$ cat src/hdl/gllw_pkg.sv
package gllw_pkg;

	localparam int FRAC_BITS = 16;
	localparam int MAX_ORDER = 4;
	localparam int IDX_W = 2;
	localparam int COORD_W = 17;
	localparam int WGT_W = 18;
	// One-dimensional weights stay within about [-2, 2] in Q.16.
	localparam int W1_W = 20;
	localparam int CFG_IDX_W = 1;
	localparam int CFG_DATA_W = 3;
	localparam int ORDER_W = 3;

	localparam logic [CFG_IDX_W-1:0] REG_MONOTONE = 1'd0;
	localparam logic [CFG_IDX_W-1:0] REG_ORDER = 1'd1;

	localparam logic signed [WGT_W-1:0] W_MAX = 18'sd131071;
	localparam logic signed [WGT_W-1:0] W_MIN = -18'sd131072;

	// Constants (p + q*sqrt5)/2^d rounded to Q.16.
	localparam logic signed [W1_W-1:0] K_ONE = 20'sd65536;
	localparam logic signed [W1_W-1:0] K_F58 = 20'sd40960;
	localparam logic signed [W1_W-1:0] K_F18 = 20'sd8192;
	localparam logic signed [W1_W-1:0] K_R58 = 20'sd91589;
	localparam logic signed [W1_W-1:0] K_A1 = 20'sd32768;
	localparam logic signed [W1_W-1:0] K_B1 = -20'sd109907;
	localparam logic signed [W1_W-1:0] K_D1 = 20'sd183179;
	localparam logic signed [W1_W-1:0] K_A0 = 20'sd13255;
	localparam logic signed [W1_W-1:0] K_B0 = 20'sd29639;
	localparam logic signed [W1_W-1:0] K_C0 = -20'sd66275;
	localparam logic signed [W1_W-1:0] K_D0 = -20'sd148195;

	typedef logic signed [W1_W-1:0] w1_t;
	typedef w1_t [MAX_ORDER-1:0] wvec_t;

	// One queued word: both weight vectors and the order in use.
	typedef struct packed {
		wvec_t wa;
		wvec_t wb;
		logic [IDX_W-1:0] last_idx;
	} job_t;

	// Rounded Q.16 product (round half up).
	function automatic w1_t qmul(input w1_t a, input w1_t b);
		logic signed [2*W1_W-1:0] p;
		begin
			p = a * b + (2*W1_W)'(1 <<< (FRAC_BITS - 1));
			qmul = w1_t'(p >>> FRAC_BITS);
		end
	endfunction

endpackage

$ cat src/hdl/gllw_if.sv


interface gllw_out_if;
	logic valid;
	logic ready;
	logic [1:0] alpha_index;
	logic [1:0] beta_index;
	logic signed [17:0] weight;
	logic last;
	modport source(output valid, alpha_index, beta_index, weight, last, input ready);
	modport sink(input valid, alpha_index, beta_index, weight, last, output ready);
endinterface

$ cat src/hdl/gllw_back.sv
// Back part: walks i outer, j inner over one queued word, through a multiply
// register and a two-entry output skid, one product a cycle while it has room.
module gllw_back (
	input  logic clk,
	input  logic arst_n,
	input  logic job_empty,
	input  gllw_pkg::job_t job,
	output logic job_pop,
	gllw_out_if.source out
);
	import gllw_pkg::*;

	logic [IDX_W-1:0] i_q, j_q;
	logic v_s1;
	logic [IDX_W-1:0] i_s1, j_s1;
	logic last_s1;
	logic signed [2*W1_W-1:0] p_s1;
	logic signed [2*W1_W-1:0] r;
	logic signed [WGT_W-1:0] w_sat;
	logic issue, is_last;
	// Output skid: two slots.
	logic [1:0] ocnt_q;
	logic owp_q, orp_q;
	logic [IDX_W-1:0] oi_q [2];
	logic [IDX_W-1:0] oj_q [2];
	logic signed [WGT_W-1:0] ow_q [2];
	logic ol_q [2];
	logic opop;

	assign opop = out.valid && out.ready;
	// Issue only if the skid has room for what is in flight.
	assign issue = !job_empty && (ocnt_q == 2'd0 || (ocnt_q == 2'd1 && !v_s1) || opop && !v_s1
		&& ocnt_q != 2'd2 || (ocnt_q == 2'd1 && opop));
	assign is_last = i_q == job.last_idx && j_q == job.last_idx;
	assign job_pop = issue && is_last;

	// Index counters.
	always_ff @(posedge clk or negedge arst_n) begin
		if (!arst_n) begin
			i_q <= '0;
			j_q <= '0;
			v_s1 <= 1'b0;
		end else begin
			v_s1 <= issue;
			if (issue) begin
				if (j_q == job.last_idx) begin
					j_q <= '0;
					i_q <= is_last ? '0 : i_q + 2'd1;
				end else begin
					j_q <= j_q + 2'd1;
				end
			end
		end
	end

	always_ff @(posedge clk) begin
		p_s1 <= job.wa[i_q] * job.wb[j_q];
		i_s1 <= i_q;
		j_s1 <= j_q;
		last_s1 <= is_last;
	end

	// Rounding and saturation of the product.
	always_comb begin
		r = (p_s1 + (2*W1_W)'(1 <<< (FRAC_BITS - 1))) >>> FRAC_BITS;
		if (r > W_MAX) w_sat = W_MAX;
		else if (r < W_MIN) w_sat = W_MIN;
		else w_sat = WGT_W'(r);
	end

	always_ff @(posedge clk or negedge arst_n) begin
		if (!arst_n) begin
			ocnt_q <= 2'd0;
			owp_q <= 1'b0;
			orp_q <= 1'b0;
		end else begin
			if (v_s1) owp_q <= ~owp_q;
			if (opop) orp_q <= ~orp_q;
			ocnt_q <= ocnt_q + {1'b0, v_s1} - {1'b0, opop};
		end
	end

	always_ff @(posedge clk) begin
		if (v_s1) begin
			oi_q[owp_q] <= i_s1;
			oj_q[owp_q] <= j_s1;
			ow_q[owp_q] <= w_sat;
			ol_q[owp_q] <= last_s1;
		end
	end

	assign out.valid = ocnt_q != 2'd0;
	assign out.alpha_index = oi_q[orp_q];
	assign out.beta_index = oj_q[orp_q];
	assign out.weight = ow_q[orp_q];
	assign out.last = ol_q[orp_q];

	assert property (@(posedge clk) disable iff (!arst_n)
		v_s1 |-> ocnt_q != 2'd2 || opop)
		else $error("output skid overflow");
	assert property (@(posedge clk) disable iff (!arst_n) ocnt_q != 2'd3)
		else $error("bad skid count");
	assert property (@(posedge clk) disable iff (!arst_n)
		job_pop |=> i_q == '0 && j_q == '0)
		else $error("counters not rewound");

endmodule

$ cat src/flat_wrapper.sv
// flat-port wrapper written by rule: the top's interface ports become plain ports
module gllw_back_flat import gllw_pkg::*;
  (clk, arst_n, job_empty, job, job_pop, out_valid, out_alpha_index, out_beta_index, out_weight, out_last, out_ready);
  gllw_out_if out_i ();
  input  logic clk;
  input  logic arst_n;
  input  logic job_empty;
  input  gllw_pkg::job_t job;
  output logic job_pop;
  output wire logic [$bits(out_i.valid)-1:0] out_valid;
  output wire logic [$bits(out_i.alpha_index)-1:0] out_alpha_index;
  output wire logic [$bits(out_i.beta_index)-1:0] out_beta_index;
  output wire logic [$bits(out_i.weight)-1:0] out_weight;
  output wire logic [$bits(out_i.last)-1:0] out_last;
  input wire logic [$bits(out_i.ready)-1:0] out_ready;
  assign out_valid = out_i.valid;
  assign out_alpha_index = out_i.alpha_index;
  assign out_beta_index = out_i.beta_index;
  assign out_weight = out_i.weight;
  assign out_last = out_i.last;
  assign out_i.ready = out_ready;
  gllw_back u_core (.clk(clk), .arst_n(arst_n), .job_empty(job_empty), .job(job), .job_pop(job_pop), .out(out_i));
endmodule
$ cat config.mk
export PLATFORM = sky130hd
export DESIGN_NAME = gllw_back_flat
export DESIGN_NICKNAME = d
export VERILOG_FILES = /design/src/hdl/gllw_pkg.sv /design/src/hdl/gllw_if.sv /design/src/hdl/gllw_back.sv /design/src/flat_wrapper.sv
export SDC_FILE = /design/constraint.sdc
export NUM_CORES = 1
export LEC_CHECK = 0
export BUFFER_PORTS_ARGS = -buffer_cell sky130_fd_sc_hd__clkbuf_2
export CORE_MARGIN = 10
export CORE_UTILIZATION = 50
export DETAILED_ROUTE_END_ITERATION = 16
export PLACE_DENSITY = 0.74
export SYNTH_ARGS = -nofsm -noshare
export SYNTH_HDL_FRONTEND = slang
export SYNTH_SLANG_ARGS = --single-unit
$ cat constraint.sdc
create_clock -name clk -period 14 [get_ports clk]
set_clock_uncertainty 0.05 [all_clocks]
set_input_delay 2.8 -clock clk [delete_from_list [all_inputs] [get_ports clk]]
set_output_delay 2.8 -clock clk [all_outputs]
set_load 0.005 [all_outputs]
After elaboration in Yosys (flattened, before gate mapping)
Memory sizes are Yosys's and may differ from the RTL's. Index checks and enable logic that the tools add are counted.

Add/subtract/negate cells: 5. Multipliers: 1. Order comparisons: 4. Equal/unequal tests: 4. Mux-type cells: 10. Bitwise operators: 2. Reductions and logical operators: 16.

Operators by type and width (number): 20-bit binary-select mux with 2-bit select (2); 40-bit by 17-bit adder with 40-bit output (second input constant) (1); 20-bit by 20-bit multiplier with 40-bit output (1); 20-bit 2-to-1 mux (2); 18-bit 2-to-1 mux (2); 24-bit by 18-bit > comparator with 1-bit output (second input constant) (1); 24-bit by 18-bit < comparator with 1-bit output (second input constant) (1); 1-bit logical AND (8); 2-bit by 3-bit < comparator with 1-bit output (second input constant) (2); 2-bit by 1-bit adder with 2-bit output (second input constant) (2); 2-bit equality test (2); 2-bit 2-to-1 mux (2); 1-bit logical OR (3); 2-bit by 1-bit adder with 2-bit output (1); 2-bit by 1-bit equality test with 1-bit output (second input constant) (1); 1-bit logical NOT (2); 2-bit logical NOT (1); 1-bit 2-to-1 mux (2); 2-bit inequality test (second input constant) (1); 1-bit inverter (2); 2-bit AND reduction (1); 2-bit nonzero test (1); 2-bit by 1-bit subtractor with 2-bit output (1).

Register bits after elaboration: 54. RAM bits: 46. Input bits: 166. Output and inout port bits: 25. Logic and storage cells: 56. Memories: 4.

Memory list: u_core.ow_q (depth 2, bits a word 18, read ports 1, clocked after memory_dff 0, write ports 1, RTL line gllw_back.sv:26) `logic signed [WGT_W-1:0] ow_q [2];`; u_core.oi_q (depth 2, bits a word 2, read ports 1, clocked after memory_dff 0, write ports 1, RTL line gllw_back.sv:24) `logic [IDX_W-1:0] oi_q [2];`; u_core.oj_q (depth 2, bits a word 2, read ports 1, clocked after memory_dff 0, write ports 1, RTL line gllw_back.sv:25) `logic [IDX_W-1:0] oj_q [2];`; u_core.ol_q (depth 2, bits a word 1, read ports 1, clocked after memory_dff 0, write ports 1, RTL line gllw_back.sv:27) `logic ol_q [2];`.

Longest topological paths before layout
Depth after elaboration: 8. Mapped depth: 31. Gate-level depth less buffers: 27.

Worst setup path before layout
No wires, ideal clock.

Kind: input-to-reg. Start point: input job[24] in the netlist's numbering. End point: register u_core.p_s1[39]. Setup time: 0.115 ns. Data arrival time: 9.354 ns. Required time: 13.835 ns. Path slack: 4.481 ns. Stages on the path: 25. Buffers on the path: 2. Cells stage by stage: mux2_2 o21ai_1 clkbuf_1 nor2_1 fa_1 fa_1 inv_1 fa_1 inv_1 fa_1 fa_1 fa_1 inv_1 fa_1 inv_1 ha_1 clkbuf_1 o21ai_0 o21a_1 o41a_1 o21bai_1 o21ai_1 a21oi_1 nor3_1 o21a_1.

Longest elaborated chain between the ends: 3.

Ends and longest elaborated chain: start: declaration (RTL line flat_wrapper.sv:8) `input gllw_pkg::job_t job;`; 20-bit binary-select mux with 2-bit select (RTL line gllw_back.sv:57) `p_s1 <= job.wa[i_q] * job.wb[j_q];`; 20-bit 2-to-1 mux (implied by the code) (RTL line gllw_back.sv:57); 20-bit by 20-bit multiplier with 40-bit output (RTL line gllw_back.sv:57); end signal: assignment (RTL line gllw_back.sv:57); end: declaration (RTL line gllw_back.sv:17) `logic signed [2*W1_W-1:0] p_s1;`.

No other way between the ends. The select of a mux whose other input is x is not followed. A chain may end at the register's enable or synchronous reset.

Worst setup path in the final report
Start point: input job[92] in the netlist's numbering. End point: register u_core.p_s1[39].

Same word-level chain as after synthesis.

==> flow_summary.json <==
{
  "worstSetupStartpoint": "job[92]",
  "first_pass_grt_wire_length_mm": 88.5,
  "cp_common_cell": "fa_1",
  "cts_buffers": 9,
  "synth_sequential_area_ratio": 0.113,
  "synth_edf_count": 46,
  "drt_first_iter_violations": 1245,
  "die_w_um": 217,
  "run_status": "finished, final reports clean",
  "timing.critical_path.from_type": "input pin",
  "place_hpwl_mm": 45.7,
  "holdBufCountCts": 0,
  "drv.max_cap_violation_count": 0,
  "yosysTopAreaCellShare": 0.431,
  "grt_use_total": 0.240,
  "r2r.worst_path.cells": 26,
  "gr-usage-met3": 0.0362,
  "drt_drc_violations_left": 0,
  "clk_latency_ns": 0.36,
  "pin_count_of_the_biggest_net_entering_global_routing": 63,
  "timing.final.crit_period_ns": 10.36,
  "vias_in_the_first_global_route": 17000,
  "cts.reportedPaths.clkPinSlew_ns": 0.07,
  "f_max_ghz": 0.0965,
  "areaGrowthSynthToFinish_pct": 9.46,
  "row_count": 72,
  "yosys.cell_types.count": 55,
  "synthesis.area_per_instance_um2": 9.21,
  "n_fill_cell": 3505,
  "critPathArrivalTime_ns": 10.56,
  "gr-total-overflow": 0,
  "fp.coreArea_um2": 38600,
  "finalSetupViolations": 0,
  "cts_setup_buffers": 0,
  "finish.net_count": 2956,
  "routed_wire_length_per_instance_um": 19.6,
  "setup.reg_to_reg.worst_slack_ns": 5.11,
  "antenna_found_initial": 0,
  "critical_path.endpoint": "u_core.p_s1[39]",
  "critPathKind": "in2reg",
  "timing.final.max_slew_violations": 0,
  "worst_path_max_delay_cell": "o21ai_1",
  "fp.dieArea_um2": 47200,
  "net_count_of_the_mapped_netlist": 2807,
  "syn-instance-count": 2115,
  "netlist_area_um2": 19500,
  "grt_util_met1": 0.270,
  "worstMarginPinSlew_ns": 1.22,
  "antenna-diode-count": 0,
  "cts_resized": 0,
  "cts.root.buffer_cell": "clkbuf_16",
  "vias_per_cell": 5.50,
  "critical_path_required_ns": 14.20,
  "ys_warn_count": 0,
  "io_buffers": 190,
  "timing.critical_path.to_type": "flop",
  "timing.final.hold_violations": 0,
  "cts.path.max_buffers": 2,
  "num_io_pins": 191,
  "rsz0062_at_grt": "false",
  "global_route.usage.met2": 0.433,
  "post_synthesis_cell_type_with_the_largest_combined_area": "fa_1",
  "ys.flop_type": "edfxtp_1",
  "grt.busiest_layer": "met2",
  "finalCritPeriodShare": 0.740,
  "max-slew-margin-rel": 0.180,
  "detailroute.via_count": 15300,
  "critical_path.reg2reg.endpoint": "u_core.p_s1[39]",
  "clock_tree.htree_level_count": 3,
  "routed_wirelength_mm": 54.6,
  "floorplan.initialDensity": 0.505,
  "final_antenna_net_count": 0,
  "regToRegStartpoint": "u_core.i_q[1]",
  "floorplan.die.height_um": 217,
  "last_weighted_congestion_value_of_the_routability_driven_placer": 0.988,
  "yosys-top-cells-area": "fa_1 43%, inv_1 9.1%, edfxtp_1 7.1%",
  "finalSetupTns_ns": 0,
  "postSynth.asyncResetShare": 0.106,
  "cpPeakStageDelay_ns": 0.86,
  "drtPass1Iterations": 6,
  "postSynthRegisterBits": 85,
  "number_of_clock_sinks_seen_by_cts": 85,
  "layout-drive-gt1-share": 0.142,
  "worstHoldPathType": "reg2reg",
  "worstPathMaxFanout": 9,
  "tritoncts": "built"
}
==> worst max-delay path: cells and delay by family <==
family          cells  cell delay, ns
fa+ha+maj           8            3.82
buf+inv             7            0.40
mux                 1            0.27
simple gates        3            0.41
compound gates      7            2.82
==> worst min-delay path by stage <==
stage / startpoint / endpoint / slack [ns] / cells past startpoint
finish: u_core.j_s1[1] / u_core.oj_q[1][1] / 0.39 / 0
detailed placement: u_core.j_s1[1] / u_core.oj_q[1][1] / 0.37 / 0
global placement: u_core.j_s1[0] / u_core.oj_q[0][0] / 0.36 / 0
global route: u_core.i_s1[1] / u_core.oi_q[1][1] / 0.38 / 0
floorplan: u_core.j_q[0] / u_core.j_s1[0] / 0.29 / 0
CTS: u_core.j_s1[1] / u_core.oj_q[1][1] / 0.39 / 0
==> logic make-up after synthesis <==
kind of cell    after synthesis  synth area share
buf+inv                     558             0.108
mux                         104            0.0636
fa+ha+maj                   526             0.500
xor+xnor                     58            0.0261
simple gates                577             0.122
compound gates              207            0.0675
flops                        85             0.113
==> cells in the final DEF (no fill, tap or decap), types with 5 or more instances in the layout <==
cell / Yosys / routed
nor2b_1: 5 / 5
a21o_1: 25 / 25
xnor2_1: 39 / 39
a21oi_1: 36 / 36
mux4_2: 10 / 10
o21a_1: 30 / 30
xor2_1: 19 / 19
a211o_1: 6 / 6
nand2_1: 229 / 229
edfxtp_1: 46 / 46
nor3_1: 10 / 10
nand2b_1: 9 / 9
a31oi_1: 7 / 7
buf_4: 0 / 35
nor2_1: 257 / 256
clkbuf_2: 0 / 190
mux2_2: 58 / 58
clkbuf_16: 0 / 9
inv_1: 471 / 471
nand4_1: 12 / 12
o21ai_0: 52 / 48
o21ai_1: 21 / 23
a211oi_1: 6 / 6
ha_1: 107 / 107
nand3_1: 23 / 23
dfxtp_1: 30 / 30
and3_1: 7 / 7
dfrtp_1: 9 / 6
fa_1: 419 / 419
mux2i_1: 36 / 36
and2_1: 8 / 8
==> layout make-up <==
| class | count | area (um2) | share of cell area |
|---|---|---|---|
| multi-input cells | 1472 | 15200 | 0.712 |
| flip-flops and latches | 85 | 2210 | 0.104 |
| inverters | 471 | 1770 | 0.0830 |
| repair buffers | 225 | 1210 | 0.0570 |
| well taps | 518 | 648 | 0.0304 |
| clock buffers | 9 | 225 | 0.0106 |
| clock inverters | 7 | 76.3 | 0.00358 |
==> Yosys cell counts, drive strengths merged, types with 36 or more instances <==
cell type,number
inv,471
xnor2,39
a21oi,36
edfxtp,46
clkbuf,76
mux2i,36
nor2,257
fa,419
o21ai,73
mux2,58
nand2,229
ha,107
==> flip-flops by register name, indices dropped and copies added (netlist names) <==
register        count
u_core.j_s1         2
u_core.owp_q        1
u_core.ocnt_q       2
u_core.v_s1         1
u_core.oj_q         4
u_core.j_q          2
u_core.p_s1        25
u_core.oi_q         4
u_core.orp_q        1
u_core.i_q          2
u_core.last_s1      1
u_core.ow_q        36
u_core.ol_q         2
u_core.i_s1         2
==> through the flow <==
| step | worst slack (ns) | instances | util | instance area (um2) | hold slack (ns) |
|---|---|---|---|---|---|
| after floorplan | 4.48 | 2115 | - | 19500 | 0.292 |
| after global placement | 3.61 | 2771 | 0.545 | 21000 | 0.356 |
| after detailed placement | 3.47 | 2771 | 0.545 | 21000 | 0.368 |
| after CTS | 3.81 | 2787 | 0.553 | 21300 | 0.386 |
| after global routing | 3.20 | 2787 | 0.553 | 21300 | 0.384 |
| final | 3.64 | 2787 | 0.553 | 21300 | 0.386 |
==> metal layers <==
metal  routed length, um  vias to the layer above
li1                    -                     6742
met1               19500                     7794
met2               28300                      616
met3                3940                      172
met4                2840                        0
met5                   0                        -
Power is not shown: default switching activity piles up to over one toggle a cycle in this logic, so the estimate is an artifact.
