### src/hdl/gllw_pkg.sv
package gllw_pkg;

	localparam int FRAC_BITS = 16;
	localparam int MAX_ORDER = 4;
	localparam int IDX_W = 2;
	localparam int COORD_W = 17;
	localparam int WGT_W = 18;
	// One-dimensional weights stay within about [-2, 2] in Q.16.
	localparam int W1_W = 20;
	localparam int CFG_IDX_W = 1;
	localparam int CFG_DATA_W = 3;
	localparam int ORDER_W = 3;

	localparam logic [CFG_IDX_W-1:0] REG_MONOTONE = 1'd0;
	localparam logic [CFG_IDX_W-1:0] REG_ORDER = 1'd1;

	localparam logic signed [WGT_W-1:0] W_MAX = 18'sd131071;
	localparam logic signed [WGT_W-1:0] W_MIN = -18'sd131072;

	// Constants (p + q*sqrt5)/2^d rounded to Q.16.
	localparam logic signed [W1_W-1:0] K_ONE = 20'sd65536;
	localparam logic signed [W1_W-1:0] K_F58 = 20'sd40960;
	localparam logic signed [W1_W-1:0] K_F18 = 20'sd8192;
	localparam logic signed [W1_W-1:0] K_R58 = 20'sd91589;
	localparam logic signed [W1_W-1:0] K_A1 = 20'sd32768;
	localparam logic signed [W1_W-1:0] K_B1 = -20'sd109907;
	localparam logic signed [W1_W-1:0] K_D1 = 20'sd183179;
	localparam logic signed [W1_W-1:0] K_A0 = 20'sd13255;
	localparam logic signed [W1_W-1:0] K_B0 = 20'sd29639;
	localparam logic signed [W1_W-1:0] K_C0 = -20'sd66275;
	localparam logic signed [W1_W-1:0] K_D0 = -20'sd148195;

	typedef logic signed [W1_W-1:0] w1_t;
	typedef w1_t [MAX_ORDER-1:0] wvec_t;

	// One queued word: both weight vectors and the order in use.
	typedef struct packed {
		wvec_t wa;
		wvec_t wb;
		logic [IDX_W-1:0] last_idx;
	} job_t;

	// Rounded Q.16 product (round half up).
	function automatic w1_t qmul(input w1_t a, input w1_t b);
		logic signed [2*W1_W-1:0] p;
		begin
			p = a * b + (2*W1_W)'(1 <<< (FRAC_BITS - 1));
			qmul = w1_t'(p >>> FRAC_BITS);
		end
	endfunction

endpackage

### src/hdl/gllw_queue.sv
// Two-entry queue between the weight pipeline and the emitter.
module gllw_queue (
	input  logic clk,
	input  logic arst_n,
	input  logic wr,
	input  gllw_pkg::job_t wdata,
	output logic full,
	output logic almost_full,
	input  logic rd,
	output logic empty,
	output gllw_pkg::job_t rdata
);
	import gllw_pkg::*;

	job_t mem_q [2];
	logic wp_q, rp_q;
	logic [1:0] cnt_q;

	assign full = cnt_q == 2'd2;
	assign almost_full = cnt_q != 2'd0;
	assign empty = cnt_q == 2'd0;
	assign rdata = mem_q[rp_q];

	// Pointers and fill count.
	always_ff @(posedge clk or negedge arst_n) begin
		if (!arst_n) begin
			wp_q <= 1'b0;
			rp_q <= 1'b0;
			cnt_q <= 2'd0;
		end else begin
			if (wr) wp_q <= ~wp_q;
			if (rd) rp_q <= ~rp_q;
			cnt_q <= cnt_q + {1'b0, wr} - {1'b0, rd};
		end
	end

	always_ff @(posedge clk) begin
		if (wr) mem_q[wp_q] <= wdata;
	end

	assert property (@(posedge clk) disable iff (!arst_n) wr |-> !full || rd)
		else $error("queue overflow");
	assert property (@(posedge clk) disable iff (!arst_n) rd |-> !empty)
		else $error("queue underflow");
	assert property (@(posedge clk) disable iff (!arst_n) cnt_q != 2'd3)
		else $error("bad fill count");

endmodule

### config.mk
export PLATFORM = sky130hd
export DESIGN_NAME = gllw_queue
export DESIGN_NICKNAME = d
export VERILOG_FILES = /design/src/hdl/gllw_pkg.sv /design/src/hdl/gllw_queue.sv
export SDC_FILE = /design/constraint.sdc
export NUM_CORES = 1
export LEC_CHECK = 0
export ABC_CLOCK_PERIOD_IN_PS = 11800
export BUFFER_PORTS_ARGS = -buffer_cell sky130_fd_sc_hd__buf_2
export CORE_MARGIN = 2
export CORE_UTILIZATION = 51
export DETAILED_ROUTE_END_ITERATION = 8
export PLACE_DENSITY_LB_ADDON = 0.12
export SETUP_SLACK_MARGIN = 0.02
export SLEW_MARGIN = 0
export SYNTH_ARGS = -nofsm -noshare
export SYNTH_HDL_FRONTEND = slang
export SYNTH_SLANG_ARGS = --single-unit
### constraint.sdc
create_clock -name clk -period 11.8 [get_ports clk]
set_input_delay 0.59 -clock clk [delete_from_list [all_inputs] [get_ports clk]]
set_output_delay 0.59 -clock clk [all_outputs]
set_load 0.01 [all_outputs]
Word-level counts from Yosys, hierarchy flattened:

Memories as Yosys holds them, arrays and structs flattened.
Cells that the tools add are included.

* reductions and logical operators: 2
* multiplexer cells: 2
* add/subtract/negate cells: 2
* bitwise operators: 2
* equality and inequality tests: 1

Operator list (number)
* adder 2 x 1 -> 2 bit: 1
* == test 2 bit, second input constant: 1
* zero test 2 bit: 1
* 2-to-1 mux 1 bit: 2
* inverter 1 bit: 2
* nonzero test 2 bit: 1
* subtractor 2 x 1 -> 2 bit: 1

* logic and storage cells: 13
* bits in writable memories: 324
* bits in registers: 4
* bits of input ports: 166
* memories: 1

Memory list
* mem_q: words 2, width 162, read ports 1, clocked after memory_dff 0, wr ports 1, line gllw_queue.sv:15 `job_t mem_q [2];`

Depth between registers and ports, before layout:

Gate-level depths: netlist of the first run.

* word-level depth: 2
* mapped depth: 5
* depth with buffers taken out: 5

Worst setup path after synthesis of the first run:

Ideal clock, no wire load.

* kind: input port to flip-flop
* start: in wr
* end: mem mem_q[0][0] (netlist bit) (enable)
* library setup time: 0.705 ns
* stages on the path: 1
* buffers on the path: 0
* data required time: 11.095 ns
* arrival time: 7.590 ns
* slack: 3.504 ns
* cell sequence: nor2b_1

* cells in the longest elaborated chain, start to end: 2

Ends and longest elaborated chain
* from (decl): line gllw_queue.sv:5 `input logic wr,`
* 2-to-1 mux 1 bit: line gllw_queue.sv:38 `if (wr) mem_q[wp_q] <= wdata;`
* 2-to-1 mux 1 bit (not written as such): line gllw_queue.sv:38
* to (decl): line gllw_queue.sv:15

Every way passes these cells.

==> flow_metrics.env, run 1 <==
export IMPL_max_clock_freq_mhz=230
export IMPL_grt_max_degree=81
export IMPL_mappedNetlistArea_um2=12200
export IMPL_p_int_mw=2.71
export IMPL_finalPower_mw=3.73
export IMPL_cts_max_path_buffers=3
export IMPL_required_ns=11.21
export IMPL_synth_distinct_cells=14
export IMPL_drc=0
export IMPL_postSynthAreaPerCell_um2=23.4
export IMPL_clk_pin_slew_worst_paths_ns=0.06
export IMPL_grt_usage_pct=17.8
export IMPL_timing_hold_ws_ns=0.278
export IMPL_slew_viol_final=0
export IMPL_leakagePower_nw=5.96
export IMPL_ys_warn_count=0
export IMPL_numClockSinks=328
export IMPL_clock_skew_final_ns=0.00629
export IMPL_insertion_delay_ns=0.50
export IMPL_ys_top_cells_by_area="edfxtp_1, mux2_4, mux2_2"
export IMPL_synth_nets=688
export IMPL_root_buffer="clkbuf_16"
export IMPL_pwr_density_cell_nw_per_um2=245
export IMPL_initial_core_util_pct=51.8
export IMPL_pwr_share_seq_pct=43.7
export IMPL_die_w_um=158
export IMPL_power_net_switching_mw=1.02
export IMPL_final_common_cell="buf_2"
export IMPL_grt_pass1_vias=6237
export IMPL_maxSlewHeadroom_pct=28.7
export IMPL_pwr_share_comb_pct=28.1
export IMPL_hold_path_class="primary input to flip-flop"
export IMPL_setup_viol=0
export IMPL_firstDrtPassIters=5
export IMPL_min_period_ns=4.34
export IMPL_numPortBuffers=330
export IMPL_critPathMaxFanout=60
export IMPL_swShare_pct=27.3
export IMPL_place_congestion=0.785
export IMPL_clkPwrFrac_pct=28.1
export IMPL_ys_seq_area_share_pct=80.8
export IMPL_fin_util_pct=65.0
export IMPL_drt_wirelength_per_cell_um=19.1
export IMPL_fp_row_count=56
export IMPL_status="complete, no violations"
export IMPL_dr_first_iter_drc_count=285
export IMPL_place_hpwl_mm=15.6
export IMPL_core_area_um2=23500
export IMPL_vias=6053
export IMPL_grt_antenna_before_repair=8
export IMPL_finalHoldViolCount=0
export IMPL_gr_total_overflow=0
export IMPL_die_h_um=158
export IMPL_yosys_register_bits=328
export IMPL_synth_cells=520
export IMPL_path_class="flip-flop to output pin"
export IMPL_grt_pass1_wl_mm=33.2
export IMPL_nNetsFinal=1043
export IMPL_maxCapViolations=0
export IMPL_tightest_slew_ns=1.07
export IMPL_vdd_drop_max_v=0.000158
export IMPL_finalSetupTns_ns=0
export IMPL_ant_nets=0
export IMPL_wirelength_mm=23.3
export IMPL_drive_gt1_share_pct=61.3
export IMPL_cts_max_level=2
export IMPL_cts_buffers=34
export IMPL_io_pins=331
export IMPL_arrival_ns=3.75
export IMPL_min_period_over_period_pct=36.8
export IMPL_critPathLaunchType="flip-flop"
export IMPL_routed_via_density=4.96
export IMPL_synth_top_area_share_pct=80.0
export IMPL_dieArea_um2=25100
export IMPL_layout_common_cells="buf_2, edfxtp_1, mux2_2"
export IMPL_rsz0062_at_grt="no"
export IMPL_synth_top_area_cell="edfxtp_1"
export IMPL_cts_tree="done"
export IMPL_worstSetupEndpointType="output pin"
export IMPL_area_growth_pct=25.4
-- registers in the layout, indices dropped and copies added, names as in the netlist --
signal,flops
cnt_q,2
mem_q,324
rp_q,1
wp_q,1
-- through the flow --
step / instance area [µm²] / worst slack (ns) / instances
after floorplan: 12200 / 3.50 / 520
after global placement: 14100 / 7.99 / 1157
after detailed placement: 14100 / 7.94 / 1157
after CTS: 15200 / 7.39 / 1211
after global routing: 15200 / 7.24 / 1214
final: 15300 / 7.46 / 1220
-- cells by family (layout without fill, tap and decap cells) --
family,Yosys count,in the layout,synth area share [%]
adder cells (fa/ha/maj),2,2,0.206
XOR/XNOR,3,3,0.339
buffers and inverters,20,392,1.27
flip-flops,328,328,80.8
multiplexers,162,162,17.2
other,0,9,0
AND/OR/NAND/NOR,5,5,0.237
-- synth_stat cells --
| library cell | count |
|---|---|
| edfxtp_1 | 324 |
| mux2_2 | 92 |
| mux2_4 | 70 |
| buf_2 | 9 |
| buf_6 | 9 |
| dfrtp_1 | 4 |
| ha_1 | 2 |
| inv_1 | 2 |
| nor2b_1 | 2 |
| xor2_1 | 2 |
| and2_1 | 1 |
| nor2_1 | 1 |
| or2_2 | 1 |
| xor3_1 | 1 |
-- worst paths after layout --
check / start / to / slack (ns) / cells past startpoint
worst max register to register: wp_q / mem_q[0][45] / 9.36 / 2
worst max-delay path: rp_q / rdata[76] / 7.46 / 4
max in group asynchronous: arst_n / rp_q / 11.23 / 2
worst min-delay path: wdata[155] / mem_q[1][155] / 0.28 / 1
worst min register to register: wp_q / wp_q / 0.56 / 1
min in group asynchronous: arst_n / rp_q / 0.45 / 2
-- final cells by class --
| cell class | count | area (µm²) |
|---|---|---|
| Sequential cell | 328 | 9830 |
| Fill cell | 1652 | 8210 |
| Multi-Input combinational cell | 172 | 2190 |
| Timing Repair Buffer | 337 | 1710 |
| Clock buffer | 42 | 945 |
| Tap cell | 319 | 399 |
| Clock inverter | 11 | 154 |
| Antenna cell | 9 | 22.5 |
| Inverter | 2 | 7.51 |
-- power groups by stage --
stage               registers [mW]  logic (mW)  clock network (mW)
detailed placement            1.66        1.07                   0
global placement              1.65        1.06                   0
floorplan                     1.66       0.741                   0
global route                  1.66        1.13                1.12
finish                        1.63        1.05                1.05
CTS                           1.64        1.08                1.08
-- critical path, cell delays in order, from the launching register on --
cell and delay (ns):
dfrtp_4 0.88, buf_4 0.75, buf_4 0.91, mux2_2 0.43, buf_2 0.14
-- per-layer routing --
metal	part of all wire [%]	up-vias	global-route usage, %	routed length, µm
met5	0.12	-	0	29
met4	2.9	4	7.55	679
met3	9.9	51	7.35	2310
met2	51	244	30.5	11900
met1	36	2962	19.5	8420
li1	-	2792	-	-
-- repair_timing --
action / in CTS / in global routing
endpoints found under the hold margin: 4 / 0
resized for setup: 0 / 0
buffers inserted: 0 / 0
hold buffers: 1 / 0
Note: power is estimated with default switching activity, not from simulation.
==> inputs of run 2 (changes only) <==
--- a/config.mk
+++ b/config.mk
@@ -5,10 +5,10 @@
 export SDC_FILE = /design/constraint.sdc
 export NUM_CORES = 1
 export LEC_CHECK = 0
-export ABC_CLOCK_PERIOD_IN_PS = 11800
+export ABC_CLOCK_PERIOD_IN_PS = 3900
 export BUFFER_PORTS_ARGS = -buffer_cell sky130_fd_sc_hd__buf_2
 export CORE_MARGIN = 2
-export CORE_UTILIZATION = 51
+export CORE_UTILIZATION = 47
 export DETAILED_ROUTE_END_ITERATION = 8
 export PLACE_DENSITY_LB_ADDON = 0.12
 export SETUP_SLACK_MARGIN = 0.02
==> constraint.sdc (replaced) <==
create_clock -name clk -period 3.9 [get_ports clk]
set_input_delay 0.195 -clock clk [delete_from_list [all_inputs] [get_ports clk]]
set_output_delay 0.195 -clock clk [all_outputs]
set_load 0.01 [all_outputs]
==> run 2 against run 1 <==
  * Flip-flop and latch count is the same
  * Non-clock buffer count is 165 higher
  * Final area increased by 11%
  * Register-to-register slack worse by 7.5 ns
  * First-iteration DRC count rose by 33%
  * Sequential power rose to 3.0 times the previous value
  * Utilization grew 2.1 points
==> flow_metrics.env, run 2 (synthesized netlist as in run 1, its figures left out) <==
export IMPL_finalHoldViolCount=0
export IMPL_largest_reg_flops=324
export IMPL_status="complete, no violations"
export IMPL_ant_nets=0
export IMPL_finalSetupTns_ns=0
export IMPL_final_cell_count_no_fill=1398
export IMPL_fp_row_count=58
export IMPL_area_growth_pct=39.7
export IMPL_firstDrtPassIters=5
export IMPL_dr_first_iter_drc_count=378
export IMPL_final_common_cell="buf_2"
export IMPL_drive_gt1_share_pct=51.8
export IMPL_grt_max_degree=88
export IMPL_min_period_ns=2.75
export IMPL_max_clock_freq_mhz=363
export IMPL_regMostFlops="mem_q"
export IMPL_layout_common_cells="buf_2, edfxtp_1, dlygate4sd3_1"
export IMPL_vdd_drop_max_v=0.000515
export IMPL_place_hpwl_mm=16.7
export IMPL_rsz0062_at_grt="no"
export IMPL_routed_via_density=4.80
export IMPL_grt_usage_pct=18.2
export IMPL_critPathTopFamily="flip-flops"
export IMPL_root_buffer="clkbuf_16"
export IMPL_initial_core_util_pct=48.0
export IMPL_timing_rr_start="wp_q"
export IMPL_reg2reg_to="mem_q[0][44]"
export IMPL_required_ns=3.70
export IMPL_r2r_cells=2
export IMPL_hold_path_class="primary input to async pin"
export IMPL_drc=0
export IMPL_clock_skew_final_ns=0.00801
export IMPL_worstSetupEndpointType="output pin"
export IMPL_numPortBuffers=330
export IMPL_regToRegSetupSlack_ns=1.83
export IMPL_grt_pass1_wl_mm=37.5
export IMPL_drt_wirelength_per_cell_um=18.3
export IMPL_die_w_um=165
export IMPL_timing_hold_ws_ns=0.0844
export IMPL_leakagePower_nw=6.68
export IMPL_cts_setup_buffers=0
export IMPL_dp_cells=1169
export IMPL_crit_slowest_cell="dfrtp_4"
export IMPL_top_regs="mem_q x324, cnt_q x2"
export IMPL_grt_pass1_vias=7228
export IMPL_pwr_density_cell_nw_per_um2=679
export IMPL_clk_pin_slew_worst_paths_ns=0.06
export IMPL_slew_viol_final=0
export IMPL_die_h_um=165
export IMPL_insertion_delay_ns=0.49
export IMPL_maxCapViolations=0
export IMPL_gr_total_overflow=0
export IMPL_crit_chain="buf_12 > mux2_2 > buf_2"
export IMPL_tightest_slew_ns=0.876
export IMPL_nNetsFinal=1209
export IMPL_cts_buffers=35
export IMPL_vias=6708
export IMPL_dieArea_um2=27200
export IMPL_setup_viol=0
export IMPL_fillers=1724
export IMPL_arrival_ns=2.56
export IMPL_slowest_delay_ns=0.95
export IMPL_min_period_over_period_pct=70.6
export IMPL_cts_max_level=2
export IMPL_io_pins=331
export IMPL_critPathMaxFanout=67
export IMPL_maxSlewHeadroom_pct=41.6
export IMPL_worstPathBufferInverterCount=2
export IMPL_cts_max_path_buffers=3
export IMPL_post_cts_resized=0
export IMPL_placement_setup_worst_slack_ns=1.67
export IMPL_grt_antenna_before_repair=1
export IMPL_fin_ws_ns=1.15
export IMPL_numClockSinks=328
export IMPL_path_class="flip-flop to output pin"
export IMPL_cts_tree="done"
export IMPL_core_area_um2=25300
export IMPL_critPathLaunchType="flip-flop"
export IMPL_place_congestion=0.789
export IMPL_wirelength_mm=25.6
run 2: cell count changes in the layout (fill, tap and decap cells not counted):
| cell | delta |
|---|---|
| diode_2 | -8 |
| clkinv_1 | +1 |
| buf_12 | +4 |
| buf_4 | -3 |
| bufinv_16 | -1 |
| dlygate4sd3_1 | +164 |
| clkbuf_8 | +2 |
| clkinv_2 | +3 |
| clkinvlp_4 | +1 |
| clkbuf_1 | +4 |
run 2: layout make-up:
type,count,area (µm²),area share (%)
Clock inverter,15,150,0.884
Sequential cell,328,9830,57.9
Clock buffer,48,987,5.81
Inverter,2,7.51,0.0442
Tap cell,330,413,2.43
Multi-Input combinational cell,172,2190,12.9
Timing Repair Buffer,502,3410,20.0
Antenna cell,1,2.50,0.0147
run 2: how the worst max path moves through the flow:
stage          startpoint          end  slack (ns)  cells past startpoint
3_3_place_gp         rp_q    rdata[21]        1.70                      3
5_1_grt              rp_q    rdata[71]        1.05                      3
4_1_cts              rp_q    rdata[21]        1.14                      3
6_report             rp_q    rdata[52]        1.15                      3
3_5_place_dp         rp_q    rdata[21]        1.67                      3
2_1_floorplan        wp_q  mem_q[0][0]        0.65                      1
run 2: timing repair:
action	CTS	global route
hold buffers	165	0
endpoints found under the hold margin	331	0
setup endpoints to repair	0	0
run 2: routing by layer:
metal,GRT usage (%),vias up,wire length [µm]
li1,-,3127,-
met3,4.92,58,1810
met2,33.5,267,13700
met1,20.1,3256,9280
met5,0,-,0
met4,7.00,0,831
run 2: report_power, final:
group          internal, mW  switching [mW]
Combinational          1.70            1.65
Sequential             4.68           0.294
Clock                  1.97            1.24
run 2: through the flow:
stage / cell area (µm²) / power [mW] / utilization (%)
floorplan: 12200 / 7.15 / -
global placement: 14200 / 8.24 / 56.1
detailed placement: 14200 / 8.31 / 56.1
CTS: 17000 / 11.7 / 67.1
global route: 17000 / 12.1 / 67.1
finish: 17000 / 11.5 / 67.1
run 2: worst register-to-register path, stage by stage (launching register included):
cell	delay [ns]
dfrtp_1	0.43
nor2b_4	0.70
buf_12	0.48
